<file path="src/rtl/t7x_pkg.sv">
// Package with the word types, codes, key table and helper functions of the type 7 codec.
`default_nettype none
package t7x_pkg;

  localparam int MAX_CHARS   = 11;
  localparam int TABLE_LEN   = 53;
  localparam int KIDX_W      = 6;
  localparam int CCNT_W      = 5;
  localparam int QUEUE_DEPTH = 2;
  localparam int QPTR_W      = $clog2(QUEUE_DEPTH);
  localparam int QCNT_W      = $clog2(QUEUE_DEPTH + 1);
  localparam int SEED_NUM_W  = 10;

  typedef enum logic {
    KIND_BEGIN = 1'b0,
    KIND_CHAR  = 1'b1
  } kind_t;

  typedef enum logic {
    DIR_ENCODE = 1'b0,
    DIR_DECODE = 1'b1
  } dir_t;

  localparam logic STAT_OK  = 1'b0;
  localparam logic STAT_ODD = 1'b1;

  localparam logic [1:0] SEED_NONE = 2'd0;
  localparam logic [1:0] SEED_ONE  = 2'd1;
  localparam logic [1:0] SEED_DONE = 2'd2;

  localparam logic [7:0] ASCII_ZERO = 8'h30;
  localparam logic [7:0] ASCII_ONE  = 8'h31;
  localparam logic [7:0] ASCII_NINE = 8'h39;
  localparam logic [7:0] ASCII_LA   = 8'h61;
  localparam logic [7:0] ASCII_LF   = 8'h66;
  localparam logic [7:0] ASCII_UA   = 8'h41;
  localparam logic [7:0] ASCII_UF   = 8'h46;

  localparam logic [7:0] KEY_TABLE [64] = '{
    8'h64, 8'h73, 8'h66, 8'h64, 8'h3b, 8'h6b, 8'h66, 8'h6f,
    8'h41, 8'h2c, 8'h2e, 8'h69, 8'h79, 8'h65, 8'h77, 8'h72,
    8'h6b, 8'h6c, 8'h64, 8'h4a, 8'h4b, 8'h44, 8'h48, 8'h53,
    8'h55, 8'h42, 8'h73, 8'h67, 8'h76, 8'h63, 8'h61, 8'h36,
    8'h39, 8'h38, 8'h33, 8'h34, 8'h6e, 8'h63, 8'h78, 8'h76,
    8'h39, 8'h38, 8'h37, 8'h33, 8'h32, 8'h35, 8'h34, 8'h6b,
    8'h3b, 8'h66, 8'h67, 8'h38, 8'h37, 8'h00, 8'h00, 8'h00,
    8'h00, 8'h00, 8'h00, 8'h00, 8'h00, 8'h00, 8'h00, 8'h00
  };

  typedef struct packed {
    kind_t       kind;
    logic [3:0]  seed_in;
    logic [7:0]  data_in;
    logic        last_in;
  } in_word_t;

  typedef struct packed {
    logic [7:0]  data_out;
    logic        status;
    logic        last_out;
  } out_word_t;

  typedef struct packed {
    logic        two;
    out_word_t   first;
    out_word_t   second;
  } job_t;

  function automatic logic [7:0] hex_char(input logic [3:0] n);
    logic [7:0] c;
    if (n < 4'd10) begin
      c = ASCII_ZERO + {4'd0, n};
    end else begin
      c = ASCII_LA + {4'd0, n} - 8'd10;
    end
    return c;
  endfunction

  function automatic logic [3:0] hex_value(input logic [7:0] c);
    logic [7:0] v;
    v = 8'd0;
    if (c >= ASCII_ZERO && c <= ASCII_NINE) begin
      v = c - ASCII_ZERO;
    end else if (c >= ASCII_LA && c <= ASCII_LF) begin
      v = c - ASCII_LA + 8'd10;
    end else if (c >= ASCII_UA && c <= ASCII_UF) begin
      v = c - ASCII_UA + 8'd10;
    end
    return v[3:0];
  endfunction

  // Restoring reduction by shifted multiples of the table length.
  function automatic logic [KIDX_W-1:0] mod_table(input logic [SEED_NUM_W-1:0] val);
    logic [SEED_NUM_W+KIDX_W-1:0] r;
    logic [SEED_NUM_W+KIDX_W-1:0] m;
    r = {{KIDX_W{1'b0}}, val};
    for (int k = KIDX_W - 1; k >= 0; k--) begin
      m = (SEED_NUM_W + KIDX_W)'(TABLE_LEN) << k;
      if (r >= m) begin
        r = r - m;
      end
    end
    return r[KIDX_W-1:0];
  endfunction

endpackage
`default_nettype wire

</file>
<file path="src/rtl/type7_password_xor_codec_top.sv">
// Top level of the type 7 password XOR codec.
// Input words (in_valid/in_ready/in_data) are either a begin word, which opens
// a record, or a character word; in_data.last_in closes the record.
// cfg_we with cfg_wdata selects encoding (0) or decoding (1); it must be written
// only while the block is idle, which the block itself does not enforce.
// Each accepted word gives zero, one or two result words on out_valid,
// out_ready and out_data. The job built from an accepted word is registered in
// the job queue, and its first result word is offered once it reaches the head.
// A word is accepted in every cycle while the two-entry job queue has room.
// The output stage sends one result word per cycle while out_ready is high, so
// encode character words and encode begin words, which give two result words,
// cannot be sustained at the input rate; decode words sustain one per cycle.
// When the receiver stalls, the queue fills and in_ready falls once it holds
// two jobs; nothing is lost.
// Reset clears the record state, selects encoding and empties the queue.
`default_nettype none
module type7_password_xor_codec_top (
  input  wire                  clk,
  input  wire                  rst_n,
  input  wire                  cfg_we,
  input  wire  [0:0]           cfg_wdata,
  input  wire                  in_valid,
  output logic                 in_ready,
  input  t7x_pkg::in_word_t    in_data,
  output logic                 out_valid,
  input  wire                  out_ready,
  output t7x_pkg::out_word_t   out_data
);
  import t7x_pkg::*;

  logic q_push, q_pop, q_full, q_empty;
  job_t q_job, q_head;

  t7x_front u_front (
    .clk       (clk),
    .rst_n     (rst_n),
    .cfg_we    (cfg_we),
    .cfg_wdata (cfg_wdata),
    .in_valid  (in_valid),
    .in_ready  (in_ready),
    .in_data   (in_data),
    .q_full    (q_full),
    .q_push    (q_push),
    .q_job     (q_job)
  );

  t7x_queue u_queue (
    .clk      (clk),
    .rst_n    (rst_n),
    .push     (q_push),
    .push_job (q_job),
    .pop      (q_pop),
    .full     (q_full),
    .empty    (q_empty),
    .head     (q_head)
  );

  t7x_back u_back (
    .clk       (clk),
    .rst_n     (rst_n),
    .q_empty   (q_empty),
    .q_head    (q_head),
    .q_pop     (q_pop),
    .out_valid (out_valid),
    .out_ready (out_ready),
    .out_data  (out_data)
  );

endmodule
`default_nettype wire

</file>
<file path="src/rtl/t7x_front.sv">
// Front end: accepts input words, keeps the record state and builds result jobs.
`default_nettype none
module t7x_front (
  input  wire                    clk,
  input  wire                    rst_n,
  input  wire                    cfg_we,
  input  wire  [0:0]             cfg_wdata,
  input  wire                    in_valid,
  output logic                   in_ready,
  input  t7x_pkg::in_word_t      in_data,
  input  wire                    q_full,
  output logic                   q_push,
  output t7x_pkg::job_t          q_job
);
  import t7x_pkg::*;

  dir_t              dir_r;
  logic [KIDX_W-1:0] key_idx_r, key_idx_nxt;
  logic [CCNT_W-1:0] char_cnt_r, char_cnt_nxt;
  logic [1:0]        seed_seen_r, seed_seen_nxt;
  logic [3:0]        high_nib_r, high_nib_nxt;
  logic              nib_pend_r, nib_pend_nxt;
  logic              stopped_r, stopped_nxt;

  logic [KIDX_W:0]   key_inc;
  logic [KIDX_W-1:0] key_adv;
  logic [7:0]        key_byte;
  logic [7:0]        xv;
  logic [3:0]        nib;
  logic [3:0]        dig;
  logic [3:0]        seed_lo;
  logic [1:0]        n;
  logic              accept;
  out_word_t         r0, r1;

  assign in_ready = !q_full;
  assign accept   = in_valid && in_ready;
  assign key_byte = KEY_TABLE[key_idx_r];
  assign key_inc  = {1'b0, key_idx_r} + (KIDX_W+1)'(1);
  assign key_adv  = (key_inc >= (KIDX_W+1)'(TABLE_LEN)) ? '0 : key_inc[KIDX_W-1:0];
  assign nib      = hex_value(in_data.data_in);
  assign dig      = (in_data.data_in >= ASCII_ZERO && in_data.data_in <= ASCII_NINE) ?
                    4'(in_data.data_in - ASCII_ZERO) : 4'd0;
  assign seed_lo  = (in_data.seed_in >= 4'd10) ? in_data.seed_in - 4'd10 : in_data.seed_in;

  always_comb begin
    key_idx_nxt   = key_idx_r;
    char_cnt_nxt  = char_cnt_r;
    seed_seen_nxt = seed_seen_r;
    high_nib_nxt  = high_nib_r;
    nib_pend_nxt  = nib_pend_r;
    stopped_nxt   = stopped_r;
    r0            = '0;
    r1            = '0;
    n             = 2'd0;
    xv            = '0;
    if (in_data.kind == KIND_BEGIN) begin
      char_cnt_nxt = '0;
      nib_pend_nxt = 1'b0;
      high_nib_nxt = '0;
      stopped_nxt  = in_data.last_in;
      if (dir_r == DIR_ENCODE) begin
        key_idx_nxt   = {{(KIDX_W-4){1'b0}}, in_data.seed_in};
        seed_seen_nxt = SEED_DONE;
        r0.data_out   = (in_data.seed_in >= 4'd10) ? ASCII_ONE : ASCII_ZERO;
        r1.data_out   = ASCII_ZERO + {4'd0, seed_lo};
        r1.last_out   = in_data.last_in;
        n             = 2'd2;
      end else begin
        key_idx_nxt   = '0;
        seed_seen_nxt = SEED_NONE;
        if (in_data.last_in) begin
          r0.last_out = 1'b1;
          n           = 2'd1;
        end
      end
    end else begin
      if (!stopped_r) begin
        if (dir_r == DIR_ENCODE) begin
          if (in_data.data_in == 8'd0) begin
            stopped_nxt = 1'b1;
          end else if (char_cnt_r < CCNT_W'(MAX_CHARS)) begin
            xv           = in_data.data_in ^ key_byte;
            key_idx_nxt  = key_adv;
            char_cnt_nxt = char_cnt_r + CCNT_W'(1);
            r0.data_out  = hex_char(xv[7:4]);
            r1.data_out  = hex_char(xv[3:0]);
            r1.last_out  = in_data.last_in;
            n            = 2'd2;
          end
        end else if (seed_seen_r != SEED_DONE) begin
          if (seed_seen_r == SEED_NONE) begin
            key_idx_nxt   = {{(KIDX_W-4){1'b0}}, dig};
            seed_seen_nxt = SEED_ONE;
          end else begin
            key_idx_nxt   = mod_table(SEED_NUM_W'(key_idx_r) * SEED_NUM_W'(10)
                                      + SEED_NUM_W'(dig));
            seed_seen_nxt = SEED_DONE;
          end
        end else if (char_cnt_r < CCNT_W'(MAX_CHARS)) begin
          if (!nib_pend_r) begin
            high_nib_nxt = nib;
            nib_pend_nxt = 1'b1;
            if (in_data.last_in) begin
              r0.status   = STAT_ODD;
              r0.last_out = 1'b1;
              n           = 2'd1;
            end
          end else begin
            xv           = {high_nib_r, nib} ^ key_byte;
            key_idx_nxt  = key_adv;
            char_cnt_nxt = char_cnt_r + CCNT_W'(1);
            nib_pend_nxt = 1'b0;
            r0.data_out  = xv;
            r0.last_out  = in_data.last_in;
            n            = 2'd1;
          end
        end
      end
      if (in_data.last_in) begin
        stopped_nxt = 1'b1;
        if (n == 2'd0) begin
          r0.last_out = 1'b1;
          n           = 2'd1;
        end
      end
    end
  end

  assign q_push       = accept && (n != 2'd0);
  assign q_job.two    = (n == 2'd2);
  assign q_job.first  = r0;
  assign q_job.second = r1;

  always_ff @(posedge clk) begin
    if (!rst_n) begin
      dir_r       <= DIR_ENCODE;
      key_idx_r   <= '0;
      char_cnt_r  <= '0;
      seed_seen_r <= SEED_NONE;
      high_nib_r  <= '0;
      nib_pend_r  <= 1'b0;
      stopped_r   <= 1'b0;
    end else begin
      if (cfg_we) begin
        dir_r <= dir_t'(cfg_wdata[0]);
      end
      if (accept) begin
        key_idx_r   <= key_idx_nxt;
        char_cnt_r  <= char_cnt_nxt;
        seed_seen_r <= seed_seen_nxt;
        high_nib_r  <= high_nib_nxt;
        nib_pend_r  <= nib_pend_nxt;
        stopped_r   <= stopped_nxt;
      end
    end
  end

endmodule
`default_nettype wire

</file>
<file path="src/rtl/t7x_queue.sv">
// Short job queue between the front end and the output stage.
`default_nettype none
module t7x_queue (
  input  wire                clk,
  input  wire                rst_n,
  input  wire                push,
  input  t7x_pkg::job_t      push_job,
  input  wire                pop,
  output logic               full,
  output logic               empty,
  output t7x_pkg::job_t      head
);
  import t7x_pkg::*;

  job_t              mem [QUEUE_DEPTH];
  logic [QPTR_W-1:0] wr_ptr_r, rd_ptr_r;
  logic [QCNT_W-1:0] cnt_r;
  logic              do_push, do_pop;

  assign full    = (cnt_r == QCNT_W'(QUEUE_DEPTH));
  assign empty   = (cnt_r == '0);
  assign do_push = push && !full;
  assign do_pop  = pop && !empty;
  assign head    = mem[rd_ptr_r];

  always_ff @(posedge clk) begin
    if (do_push) begin
      mem[wr_ptr_r] <= push_job;
    end
  end

  always_ff @(posedge clk) begin
    if (!rst_n) begin
      wr_ptr_r <= '0;
      rd_ptr_r <= '0;
      cnt_r    <= '0;
    end else begin
      if (do_push) begin
        wr_ptr_r <= (wr_ptr_r == QPTR_W'(QUEUE_DEPTH - 1)) ? '0 : wr_ptr_r + QPTR_W'(1);
      end
      if (do_pop) begin
        rd_ptr_r <= (rd_ptr_r == QPTR_W'(QUEUE_DEPTH - 1)) ? '0 : rd_ptr_r + QPTR_W'(1);
      end
      if (do_push && !do_pop) begin
        cnt_r <= cnt_r + QCNT_W'(1);
      end else if (do_pop && !do_push) begin
        cnt_r <= cnt_r - QCNT_W'(1);
      end
    end
  end

endmodule
`default_nettype wire

</file>
<file path="src/rtl/t7x_back.sv">
// Output stage: sends the one or two result words of each queued job in turn.
`default_nettype none
module t7x_back (
  input  wire                  clk,
  input  wire                  rst_n,
  input  wire                  q_empty,
  input  t7x_pkg::job_t        q_head,
  output logic                 q_pop,
  output logic                 out_valid,
  input  wire                  out_ready,
  output t7x_pkg::out_word_t   out_data
);
  import t7x_pkg::*;

  logic second_r;

  assign out_valid = !q_empty;
  assign out_data  = second_r ? q_head.second : q_head.first;
  assign q_pop     = out_valid && out_ready && (second_r || !q_head.two);

  always_ff @(posedge clk) begin
    if (!rst_n) begin
      second_r <= 1'b0;
    end else if (out_valid && out_ready) begin
      second_r <= !second_r && q_head.two;
    end
  end

endmodule
`default_nettype wire
</file>
<file path="config.mk">
export PLATFORM = sky130hd
export DESIGN_NAME = type7_password_xor_codec_top
export DESIGN_NICKNAME = d
export VERILOG_FILES = /design/src/rtl/t7x_pkg.sv /design/src/rtl/type7_password_xor_codec_top.sv /design/src/rtl/t7x_front.sv /design/src/rtl/t7x_queue.sv /design/src/rtl/t7x_back.sv
export SDC_FILE = /design/constraint.sdc
export NUM_CORES = 1
export LEC_CHECK = 0
export ABC_AREA = 1
export BUFFER_PORTS_ARGS = -buffer_cell sky130_fd_sc_hd__buf_2
export CAP_MARGIN = 30
export CORE_ASPECT_RATIO = 1.75
export CORE_UTILIZATION = 30
export DETAILED_ROUTE_END_ITERATION = 8
export GPL_TIMING_DRIVEN = 1
export SLEW_MARGIN = 20
export SYNTH_ARGS = -nofsm -noshare
export SYNTH_HDL_FRONTEND = slang
export SYNTH_SLANG_ARGS = --single-unit
</file>
<file path="constraint.sdc">
create_clock -name clk -period 7.75 [get_ports clk]
set_input_delay 1.55 -clock clk [delete_from_list [all_inputs] [get_ports clk]]
set_output_delay 1.55 -clock clk [all_outputs]
set_load 0.02 [all_outputs]
</file>
==> results.md, run 1 <==
- R2r setup slk: 1.12 ns
- Final Cycle Share: 0.932
- CP arrival: about 7.5 ns
- Register area share after synthesis: 0.280
- Number of flops mapped to enable cells by yosys: 38
- HP Class: flop to flop
- Post-route worst setup slack: about 0.53 ns
- Main combinational cell family by area after synthesis: simple AND/OR/NAND/NOR gates
- Synth Instances: 862
- Synth area leaders: edfxtp_1 (19%), nand2_1 (13%), dfxtp_1 (8.8%), ha_1 (7.6%), inv_1 (7.3%)
- Setup TNS: 0 ns
- Post-synth ARST share: 0
- Height of the die: 188 um
- Top Metal Used: met4
- Overflow after GRT: 0
- CP max stage delay: 0.35 ns
- Most used cell, CP: nand2_1
- Metal1 wirelength: roughly 6 mm
- CP startpoint: in_data[1]
- Clk_lat worst skew: 0.33 ns
- Count leader, synth: nand2_1
- Final WL: 17.3 mm
- Primary FF master, synth: edfxtp_1
- Worst path required time: 8.01 ns
- Crit path max fanout: 7
- Die Wd: 108 um
- Post-Synthesis Mean Instance Area: slightly below 7 um^2
- Top Ports: 32
- Net count after synthesis: 920
- CTS tree: built
- Fmax: 138 MHz
- Worst path slowest cell: fa_2
- Diodes inserted: 0
- Routed vias: 6060
- Post-Synth Simple-Gate Area: 0.335
- Row Count: 67
- Number of global-route vias before repair: roughly 6k
- Yosys reg bits: 64
- Most frequent cells after synthesis: nand2_1 (204), inv_1 (116), nor2_1 (91), o21ai_0 (61), nand3_1 (52)
- Clock transition at path regs: roughly 0.06 ns
- Top-area cell type share of the netlist area: 0.192
- CTS Buf Count: 9
- Synth Area in Compound Gates: 0.169
- Post-layout min period: 7.22 ns
- Clock tree buffer depth: 2
- Slew Viols, Final: 0
- Yosys Warn Count: 0
- Initial antenna violation count: 0
- XOR/XNOR share of the synthesized area: 0.0413
- Routed WL per cell: 14.4 um
- CP Launch Type: input port
- Placed cell area: 6720 um^2
- GP Congestion: 0.919
- Slew margin rel.: 0.370
- VDD IR-drop max: 0.203 mV
- Worst r2r path cells: 51
- Final hold vios: 0
- Max Cap Viol: 0
- Via density: 5.07
- Final ANT Viol Nets: 0
- Largest net degree at the start of global routing: 21
- Core area: between 15000 and 20000 um^2
- Status: finished clean
- Netlist cell types: 53
- CTS root buffer: clkbuf_16
- Adder-Cell Fraction of Synth Area: 0.0826
- Crit path to: u_front.key_idx_r[1]
- DRC violations left: 0
- Setup Viol. Count Final: 0
- CP Class: input port to flop
- Die area: 20400 um^2
- Routed met2 length: 9.84 mm
- Mapped cell area: approximately 6000 um^2
- FF-to-FF End: u_front.key_idx_r[1]
- Total track usage: 0.171
- Pwr/cell area: 276 nW/um^2
- Detailed Routing Iterations Pass 1: 5
- Static Leak: between 0.003 and 0.004 uW
- DR WL met3: around 500 um
- Critical Path End Type: flop
- RR Startpoint: u_front.key_idx_r[2]
- Dpl hpwl: between 10 and 15 mm
- Initial core utilization: 0.308
- Most area-hungry cell type in the Yosys netlist: edfxtp_1
- Final hold slack: approximately 0.44 ns
- First-pass GRT wire length: 27.2 mm
- Pre-CTS setup slack: -0.123 ns
- Worst-margin pin slew: 0.932 ns
- Layout area overhead: 23.2%
- Clk_skew: ~0.0065 ns
- CTS Sinks: 64
- Final nets: 1008
- PortBufs: 31
- Post-route cell area: 7310 um^2
- Mux cell area share after synthesis: 0
- DRT iter0 DRCs: 224
- Share of layout cells above drive strength 1: 0.210
- CTS H-tree lvls: 3
-- cells by family (layout without fill, tap and decap cells) --
group,count (synthesis),count (layout)
and+or+nand+nor,421,422
AOI/OAI and AO/OA,168,168
adders and majority gates,38,38
DFF,64,64
xor gates and xnor gates,28,28
buffers and inverters,143,235
-- placed cells by master (no fill, tap or decap), types with 3 or more instances in the layout --
master,netlist,routed
inv_2,6,10
nor3_1,9,9
clkbuf_16,0,9
o21ai_2,2,3
nand3_2,4,9
o21ai_0,61,60
nor2_1,91,90
buf_4,0,65
nand2_4,9,10
o32ai_1,3,3
nor2_4,6,7
nand4_1,13,13
o21ai_1,7,7
nand3b_1,4,4
xnor2_1,7,7
nand2_2,17,29
buf_2,2,29
o221ai_1,6,6
nand3_1,52,47
xor2_1,21,20
o31ai_1,5,5
o22ai_1,10,10
ha_1,36,32
ha_4,0,4
nand2_1,204,191
a21oi_1,45,44
dfxtp_1,26,26
nand3_4,6,7
inv_1,116,111
o211ai_1,8,8
edfxtp_1,38,38
o2111ai_1,3,3
bufinv_16,0,3
-- power by group --
group	internal, uW	switching [uW]
clock network	324	149
registers	431	41.7
logic	394	675
-- worst min-delay path by stage --
stage                                      from                    end  slack, ns  depth (start not counted)
after floorplan           u_front.char_cnt_r[4]  u_front.char_cnt_r[4]       0.42                          2
after global placement    u_front.char_cnt_r[4]  u_front.char_cnt_r[4]       0.43                          2
after detailed placement  u_front.char_cnt_r[4]  u_front.char_cnt_r[4]       0.44                          2
after CTS                 u_front.char_cnt_r[4]  u_front.char_cnt_r[4]       0.45                          2
after global routing      u_front.char_cnt_r[4]  u_front.char_cnt_r[4]       0.47                          2
final                     u_front.char_cnt_r[4]  u_front.char_cnt_r[4]       0.44                          2
-- state kept, by name (all words and copies together), names as in the netlist, named ones only --
name / flops
u_front.stopped_r: 1
u_queue.wr_ptr_r: 1
u_front.seed_seen_r: 2
u_front.char_cnt_r: 5
u_front.nib_pend_r: 1
u_front.key_idx_r: 6
u_front.dir_r: 1
u_front.high_nib_r: 4
u_queue.cnt_r: 2
u_queue.mem: 38
u_queue.rd_ptr_r: 1
u_back.second_r: 1
-- cell type report --
class                      instances  area (um^2)
clock buffer                      10          239
clock inverter                     6          115
fill                            2073        12000
inverter                         125          474
multi-input combinational        656         3880
sequential                        64         1660
tap                              241          302
timing repair buffer              94          633
-- metal layers --
metal | up-vias | track usage
li1 | 3064 | -
met1 | 2786 | 0.151
met2 | 143 | 0.348
met3 | 67 | 0.0202
met4 | 0 | 0.107
met5 | - | 0
-- critical path, delay by kind of cell --
kind	cells	cell delay, ns
AO/OA/AOI/OAI	2	0.19
XOR/XNOR	1	0.16
adder cells (fa/ha/maj)	6	1.12
buffers and inverters	10	0.74
AND/OR/NAND/NOR	40	3.69
-- metrics by stage --
stage               power (uW)   util  std cells
global placement          1490  0.348       1170
detailed placement        1500  0.348       1170
global route              2170  0.379       1196
CTS                       1970  0.367       1186
finish                    2020  0.379       1196
floorplan                 1190      -        862
-- timing repair --
| item | 4_1_cts | 5_1_grt |
|---|---|---|
| gates resized for setup | 0 | 43 |
| hold buffers | 0 | 0 |
| buffers inserted | 0 | 9 |
| setup endpoints to repair | 0 | 6 |
Note: power is estimated with default switching activity, not from simulation.
==> inputs of run 2 (changes only) <==
CORE_ASPECT_RATIO = unset   (was 1.75)
==> run 2 against run 1 <==
  * Wire length fell by 6.9%
  * Sequential share of layout area fell by 0.23 points
  * Total power fell by 1.9%
  * Sequential power barely moved
  * Hold slack barely moved
  * Clock-buffer cell count fell by 1
  * Sequential cell count did not move
  * Clock skew rose by 0.0051 ns
  * Combinational power barely moved
  * Maximum frequency fell by 0.14%
  * Die area fell by 0.11%
  * Clock power fell by 6.1%
  * Largest power group unchanged
  * Highest routed layer unchanged
==> results.md, run 2 (synthesis gave the netlist of run 1 again) <==
- Status: finished clean
- Detailed Routing Iterations Pass 1: 4 (-1)
- CP Depth: 58 (-1.7%)
- CTS tree: built
- Sw power: 868 uW (+0.25%)
- Number of global-route vias before repair: 5390 (-8.0%)
- Top Ports: 32 (unchanged)
- CP startpoint: in_data[2]
- RR Startpoint: u_front.key_idx_r[0]
- Most common cell after layout, fill and taps aside: nand2_1
- VDD IR-drop max: 0.124 mV (-39%)
- Clk_lat worst skew: 0.34 ns (about the same)
- Crit path to: u_front.key_idx_r[2]
- Switching share of power: 0.439 (+0.00937)
- Worst path required time: 8.00 ns (about the same)
- CTS Sinks: 64 (unchanged)
- Most flops, register: u_queue.mem
- Diodes inserted: 0 (unchanged)
- Worst path slowest cell: fa_2
- Max Cap Viol: 0 (unchanged)
- Final ANT Viol Nets: 0 (unchanged)
- Share of layout cells above drive strength 1: 0.231 (+0.0207)
- Clk pwr share: 0.224 (-0.011)
- Most used cell, CP: nand2_2
- Clock transition at path regs: 0.06 ns (about the same)
- Post-layout min period: 7.23 ns (+0.00997 ns)
- HP Class: flop to flop
- Pwr/cell area: 268 nW/um^2 (-2.9%)
- Worst-margin pin slew: 0.933 ns (+0.000334 ns)
- Largest net degree at the start of global routing: 21 (unchanged)
- Final hold vios: 0 (unchanged)
- Via density: 4.83 (-4.6%)
- Overflow after GRT: 0 (unchanged)
- CP arrival: 7.49 ns (about the same)
- Most frequent cells in the layout: nand2_1 (185), inv_1 (107), nor2_1 (87), buf_4 (64), o21ai_0 (60)
- First-pass GRT wire length: 26.0 mm (-4.4%)
- Initial antenna violation count: 0 (unchanged)
- Routed vias: 5902 (-2.6%)
- CP max stage delay: 0.36 ns (about the same)
- CTS root buffer: clkbuf_16
- Critical path buffer and inverter count: 11 (+1)
- Cts hold-fix bufs: 0 (unchanged)
- Row Count: 51 (-24%)
- Finished Layout Cells: 1221 (+2.1%)
- Max FFs per register: 38 (unchanged)
- CTS H-tree lvls: 3 (unchanged)
- Slew margin rel.: 0.370 (about the same)
- Initial core utilization: 0.306 (-0.00187)
- CTS Buf Count: 9 (unchanged)
- Final hold slack: 0.441 ns (+0.00000100 ns)
- Util after Layout: 0.381 (+0.00164)
- Final Cycle Share: 0.933 (+0.00129)
- Final nets: 1009 (+0.099%)
- Pint: 1110 uW (-3.5%)
- Largest regs: u_queue.mem x38, u_front.key_idx_r x6, u_front.char_cnt_r x5
- Routed WL per cell: 13.2 um (-8.8%)
- Total track usage: 0.159 (-0.0118)
- Clock tree buffer depth: 2 (unchanged)
- R2r setup slk: 1.32 ns (+0.20 ns)
- Hold path depth: 2 (unchanged)
- Die area: 20300 um^2 (-0.11%)
- Die Wd: 143 um (+32%)
- FF-to-FF End: u_front.key_idx_r[2]
- Dpl hpwl: 12.3 mm (-13%)
- CP delay by family, top: simple AND/OR/NAND/NOR gates
- Final WL: 16.1 mm (-6.9%)
- Share of power burned in registers: 0.237 (+0.003)
- Setup TNS: 0 ns (unchanged)
- GP Congestion: 0.860 (-6.4%)
- Critical Path End Type: flop
- Setup Viol. Count Final: 0 (unchanged)
- DRC violations left: 0 (unchanged)
- Worst r2r path cells: 50 (-2.0%)
- Layout area overhead: 24.5%
- Crit path max fanout: 7 (unchanged)
- CP Launch Type: input port
- Core area: 19400 um^2 (+0.61%)
- Gate power share: 0.538 (+0.007)
- Fmax: 138 MHz (-0.14%)
- DP Cell Count: 1193 (+2.0%)
- CP Class: input port to flop
- Clk_skew: 0.0117 ns (+0.00514 ns)
- Static Leak: 0.00344 uW (about the same)
- DRT iter0 DRCs: 384 (+71%)
- Slew Viols, Final: 0 (unchanged)
- PortBufs: 31 (unchanged)
- Height of the die: 143 um (-24%)
## run 2: changes by cell type in the layout (fill, tap and decap cells not counted), moves of 2 or more
cell / previous run / this run
nand2_1: 191 / 185
nand2_2: 29 / 35
inv_1: 111 / 107
inv_2: 10 / 13
nand3_1: 47 / 44
nand3_2: 9 / 12
nor2_1: 90 / 87
a21oi_1: 44 / 42
a21oi_2: 2 / 4
buf_6: 0 / 2
nor2_2: 2 / 4
## run 2: metal layers
metal  up-vias  global-route usage  routed length [um]
met2       120               0.284                7920
met5         -                   0                   0
met3        16              0.0211                 583
met1      2695               0.201                7390
li1       3071                   -                   -
met4         0              0.0419                 187
## run 2: worst register-to-register path, delay by kind of cell, from the launching register on
kind	cells	cell delay, ns
and+or+nand+nor	31	3.05
adders and majority gates	6	1.38
AOI/OAI and AO/OA	4	0.63
DFF	1	0.60
buffers and inverters	8	0.47
xor gates and xnor gates	1	0.16
## run 2: final cells by class
cell class                      count  area [um^2]
Timing Repair Buffer               95          648
Fill cell                        2070        12000
Multi-Input combinational cell    656         3940
Tap cell                          265          332
Clock buffer                        9          225
Inverter                          125          477
Clock inverter                      7          103
Sequential cell                    64         1660
## run 2: how the worst min path moves through the flow
stage               slack (ns)                   from                     to
floorplan                 0.42  u_front.char_cnt_r[4]  u_front.char_cnt_r[4]
global placement          0.43  u_front.char_cnt_r[4]  u_front.char_cnt_r[4]
detailed placement        0.43  u_front.char_cnt_r[4]  u_front.char_cnt_r[4]
CTS                       0.45  u_front.char_cnt_r[4]  u_front.char_cnt_r[4]
global route              0.46  u_front.char_cnt_r[4]  u_front.char_cnt_r[4]
finish                    0.44  u_front.char_cnt_r[4]  u_front.char_cnt_r[4]
## run 2: repair_timing
item | in CTS | in global routing
endpoints found under the setup margin | 0 | 6
resized for setup | 0 | 67
buffers inserted | 0 | 11
## run 2: stage by stage
step	instance area [um^2]	total power [uW]	setup WS, ns
final	7390	1980	0.516
after global routing	7390	2130	-0.0275
after CTS	7070	1910	0.0560
after detailed placement	6740	1470	-0.264
after global placement	6740	1460	-0.0265
after floorplan	5930	1190	0.107
## run 2: power groups by stage
stage	combinational [uW]	sequential, uW	clock, uW
2_1_floorplan	728	461	0
6_report	1060	469	444
5_1_grt	1190	475	463
3_5_place_dp	993	476	0
3_3_place_gp	988	473	0
4_1_cts	997	469	447
